<file path="src/design/altip_pkg.sv">
package altip_pkg;

  localparam int unsigned MaxKnotsDefault = 1024;
  localparam int unsigned PosW = 32;
  localparam int unsigned SmpW = 32;
  localparam int unsigned CountW = 11;
  localparam int unsigned MarginW = 16;
  localparam int unsigned SlotW = 10;
  localparam int unsigned StatusW = 3;
  localparam int unsigned CfgAddrW = 3;

  localparam logic [MarginW-1:0] MarginReset = 16'd4;

  typedef enum logic [0:0] {
    OP_WRITE = 1'b0,
    OP_QUERY = 1'b1
  } opcode_t;

  typedef enum logic [StatusW-1:0] {
    ST_INTERP = 3'd0,
    ST_EXACT  = 3'd1,
    ST_LOW    = 3'd2,
    ST_HIGH   = 3'd3,
    ST_EMPTY  = 3'd4
  } status_t;

  localparam logic [CfgAddrW-1:0] AddrKnotCount = 3'd0;
  localparam logic [CfgAddrW-1:0] AddrEdgeMargin = 3'd4;

  typedef struct packed {
    logic          start;
    logic [PosW:0] mag;
    logic [PosW:0] t;
    logic [PosW:0] d;
  } div_req_t;

endpackage

</file>
<file path="src/design/altip_div.sv">
// Restoring divider: quotient of (mag * t) / d, one quotient bit per cycle.
// The product is formed by shift and add, one bit of t per cycle, first.
module altip_div (
  input  logic                   clk,
  input  logic                   rst_n,
  input  altip_pkg::div_req_t    req,
  output logic                   done,
  output logic [altip_pkg::PosW:0] quot
);
  import altip_pkg::*;

  localparam int unsigned ProdW = 2 * (PosW + 1);
  localparam int unsigned CntW = $clog2(ProdW + 1);

  typedef enum logic [2:0] {
    D_IDLE = 3'b001,
    D_MUL  = 3'b010,
    D_DIV  = 3'b100
  } dstate_t;

  dstate_t          state_r;
  logic [CntW-1:0]  cnt_r;
  logic [ProdW-1:0] acc_r;
  logic [ProdW-1:0] mcand_r;
  logic [PosW:0]    mplier_r;
  logic [PosW:0]    d_r;
  logic [PosW+1:0]  rem_r;
  logic [PosW+1:0]  rem_sh;
  logic [PosW+1:0]  rem_sub;

  assign rem_sh  = {rem_r[PosW:0], acc_r[ProdW-1]};
  assign rem_sub = rem_sh - {1'b0, d_r};
  assign quot    = acc_r[PosW:0];

  always_ff @(posedge clk) begin
    if (!rst_n) begin
      state_r <= D_IDLE;
      done    <= 1'b0;
    end else begin
      done <= 1'b0;
      unique case (state_r)
        D_IDLE: begin
          if (req.start) begin
            state_r  <= D_MUL;
            acc_r    <= '0;
            mcand_r  <= {{(PosW+1){1'b0}}, req.mag};
            mplier_r <= req.t;
            d_r      <= req.d;
            cnt_r    <= CntW'(PosW + 1);
          end
        end
        D_MUL: begin
          if (mplier_r[0]) acc_r <= acc_r + mcand_r;
          mcand_r  <= mcand_r << 1;
          mplier_r <= mplier_r >> 1;
          cnt_r    <= cnt_r - 1'b1;
          if (cnt_r == CntW'(1)) begin
            state_r <= D_DIV;
            cnt_r   <= CntW'(ProdW);
            rem_r   <= '0;
          end
        end
        D_DIV: begin
          if (!rem_sub[PosW+1]) begin
            rem_r <= rem_sub;
            acc_r <= {acc_r[ProdW-2:0], 1'b1};
          end else begin
            rem_r <= rem_sh;
            acc_r <= {acc_r[ProdW-2:0], 1'b0};
          end
          cnt_r <= cnt_r - 1'b1;
          if (cnt_r == CntW'(1)) begin
            state_r <= D_IDLE;
            done    <= 1'b1;
          end
        end
        default: state_r <= D_IDLE;
      endcase
    end
  end
endmodule

</file>
<file path="config.mk">
export PLATFORM = sky130hd
export DESIGN_NAME = altip_div
export DESIGN_NICKNAME = d
export VERILOG_FILES = /design/src/design/altip_pkg.sv /design/src/design/altip_div.sv
export SDC_FILE = /design/constraint.sdc
export NUM_CORES = 1
export LEC_CHECK = 0
export ABC_CLOCK_PERIOD_IN_PS = 12900
export BUFFER_PORTS_ARGS = -buffer_cell sky130_fd_sc_hd__buf_2
export CORE_MARGIN = 5
export CORE_UTILIZATION = 68
export CTS_BUF_LIST = sky130_fd_sc_hd__clkbuf_8
export DETAILED_ROUTE_END_ITERATION = 10
export PLACE_DENSITY = 0.95
export SETUP_SLACK_MARGIN = 0.05
export SYNTH_ARGS = -nofsm -noshare
export SYNTH_HDL_FRONTEND = slang
export SYNTH_SLANG_ARGS = --single-unit
</file>
<file path="constraint.sdc">
create_clock -name clk -period 12.9 [get_ports clk]
set_input_delay 3.225 -clock clk [delete_from_list [all_inputs] [get_ports clk]]
set_output_delay 3.225 -clock clk [all_outputs]
set_load 0.03 [all_outputs]
</file>
==> impl_metrics.csv <==
group,metric,value,unit
status,run_status,"finished, final reports clean",
synthesis,synth-seq-area-share,45.5,%
floorplan,io_pins,136,
synthesis,synth-edff-count,238,
timing,finalHoldViolations,0,
critical_path,worstSetupPathType,"input port to register",
synthesis,syn-num-nets,1913,
critical_path,crit_buf_inv,2,
drt,vias_per_cell,6.19,
timing,slew_headroom,27.0,%
cts,h-tree-depth,2,
critical_path,r2r-end,"acc_r[62]$_DFFE_PP_",
power_and_ir_drop,powerDensity,107,mW/mm2
timing,tightest_slew,1.10,ns
timing,finalCritPeriodShare,39.6,%
synthesis,yosysTopAreaCell,"edfxtp_1",
run,drv_cap,0,
drt,ant_nets,0,
synthesis,synth_flop_cell,"edfxtp_1",
drt,avgRoutedWirePerCell,18.1,um
synthesis,yosys_warnings,0,
timing,rsz0062_at_grt,"no",
synthesis,synth_area,0.0159,mm2
floorplan,die_area,0.0265,mm2
placement,place.gp.congestion,0.929,
cells_and_area,finalNetCount,1981,
timing,fmax,0.196,GHz
critical_path,rrSetupSlack,9.13,ns
critical_path,worst_setup_path_end_kind,"register",
cts,cts_hold_buf,0,
grt,grt_max_degree,112,
critical_path,critPathArrivalTime,5.28,ns
floorplan,fp-row-count,56,
timing,whs,0.508,ns
cells_and_area,area_delta_synth_final,8.00,%
worst_hold_path,hold_start,"mplier_r[26]$_DFFE_PP_",
drt,dr.pass1.iters,6,
power_and_ir_drop,p_leak,0.00710,uW
drt,post-route-drc-count,0,
drt,drt_wl_total,38.6,mm
cells_and_area,layout.cells.non_filler,2127,
placement,place_inst,2053,
synthesis,synth_seq_cells,242,
worst_hold_path,hold_path.class,"register to register",
cells_and_area,regArea,0.00723,mm2
cts,clkLatencyLatePin,0.56,ns
synthesis,synth_area_leaders,"edfxtp_1 45%, nand2_1 9.1%, ha_1 7.9%, a21oi_1 4.3%, o21ai_0 3.4%",
timing,setup_viol,0,
floorplan,coreArea,0.0233,mm2
synthesis,synth.most_common_cell,"nand2_1",
cells_and_area,multi_input_area,0.00785,mm2
critical_path,reg2reg_from,"acc_r[0]$_DFFE_PP_",
grt,grt_overflow_total,0,
cts,path_clk_slew,0.06,ns
cts,cts_buffers,41,
cts,cts_tree,"yes",
critical_path,required,13.06,ns
critical_path,crit_path_top_delay_cell,"buf_4",
timing,clock_skew,0.0329,ns
synthesis,synth_cells,1709,
floorplan,die_x,163,um
grt,grt_pass1_wl,62.7,mm
cts,ctsResizeCount,0,
grt,grt_pass1_vias,13154,
critical_path,critical-path-top-delay-family,"simple AND/OR/NAND/NOR gates",
critical_path,cp_cell_sequence,"buf_2, nand3_1, nor2b_1, nor2_4, buf_4",
timing,fin_setup_tns,0,ns
synthesis,ys_async_sr_fraction,0,%
grt,grt_use_total,28.6,%
critical_path,crit_path_start,"req[99]",
critical_path,path_depth,5,
cells_and_area,final_util,73.7,%
grt,antenna_found_initial,5,
synthesis,yosys.cell_types.count,77,
cts,cts_setup_buffers,0,
placement,numPortBuffers,135,
synthesis,synth_commonest_cells,"385 x nand2_1, 238 x edfxtp_1, 137 x a21oi_1",
critical_path,worstSetupStartpointType,"input port",
cells_and_area,fillers,1584,
critical_path,worst-path-max-fanout,72,
floorplan,die_h,163,um
placement,dp_hpwl,26.3,mm
synthesis,avgSynthCellArea,9.29,um2
drt,via_count,13173,
critical_path,cpPeakStageDelay,0.87,ns
critical_path,reg2regPathDepth,13,
floorplan,start_util,68.2,%
cells_and_area,drive_gt1_share,12.9,%
drt,drtIter0Drc,1370,
cts,cts_sinks,242,
synthesis,synth_top_cell_area_share,45.0,%
cts,root_buffer,"clkbuf_8",
power_and_ir_drop,peakVddDrop,0.000104,V
timing,post-route-min-period,5.11,ns
power_and_ir_drop,total_power,1840,uW
cts,cts_max_path_buffers,3,
timing,slew_viol_final,0,
critical_path,endpoint,"mplier_r[23]$_DFFE_PP_",
-- routing by layer --
metal / global-route usage, % / routed length, um / share of wire [%]
met1: 34.7 / 15000 / 39
met2: 50.9 / 19400 / 50
met5: 0 / 13 / 0.034
met4: 11.7 / 1530 / 4.0
met3: 4.43 / 2600 / 6.7
-- how the worst min path moves through the flow --
stage / to / slack, ns / cells after the start
4_1_cts: mplier_r[25]$_DFFE_PP_ / 0.51 / 2
3_3_place_gp: mplier_r[30]$_DFFE_PP_ / 0.49 / 2
2_1_floorplan: mplier_r[0]$_DFFE_PP_ / 0.48 / 2
3_5_place_dp: mplier_r[25]$_DFFE_PP_ / 0.50 / 2
5_1_grt: mplier_r[25]$_DFFE_PP_ / 0.54 / 2
6_report: mplier_r[25]$_DFFE_PP_ / 0.51 / 2
-- stage by stage --
step	setup WS [ns]	cell area (um2)
2_1_floorplan	4.74	15900
3_3_place_gp	7.32	16400
3_5_place_dp	7.23	16400
4_1_cts	7.76	17100
5_1_grt	7.66	17100
6_report	7.79	17100
-- cell families after synthesis --
group	Yosys count	share of synthesized area, %
buf+inv	179	5.26
simple gates	648	18.1
flops	242	45.5
mux	1	0.0630
xor+xnor	92	5.08
compound gates	445	17.8
fa+ha+maj	102	8.13
-- report_power, final --
part | leakage [uW] | switching (uW) | total [uW] | internal [uW]
logic | 0.00443 | 192 | 307 | 114
registers | 0.00226 | 18.0 | 919 | 901
clock network | 0.000400 | 312 | 609 | 297
total | 0.00710 | 523 | 1840 | 1310
-- cell usage in the layout (no fill, tap or decap), drive strengths merged, types with 5 or more instances in the layout --
master,n
o31ai,13
a211oi,12
o211ai,6
a21o,58
and3,9
o21bai,16
and2,39
or3,8
clkbuf,41
xnor2,52
edfxtp,238
inv,73
nand2b,12
o21a,10
nand3,26
o21ai,129
a221oi,5
o22ai,7
buf,143
clkinv,14
nor4,5
nor2b,15
ha,100
xor2,40
a21oi,142
nand4,27
nor2,78
nand2,385
a211o,6
a31oi,10
nor3,21
-- final cells by class --
class | instances | area share, %
clock buffer | 41 | 3.29
antenna | 4 | 0.0584
inverter | 61 | 1.34
clock inverter | 29 | 0.781
multi-input combinational | 1288 | 45.8
tap | 319 | 2.33
timing repair buffer | 143 | 4.29
sequential | 242 | 42.1
-- tightest hold or removal path, stage by stage (launching register included) --
cell,delay (ns)
edfxtp_1,0.32
nand2_1,0.04
nand2_1,0.05
-- sequential cells by signal, summed over array words and instances, names as in the netlist --
signal	flops
acc_r	66
cnt_r	7
d_r	33
done	1
mcand_r	66
mplier_r	33
rem_r	33
state_r	3
Power figures use the tool's default switching activity.
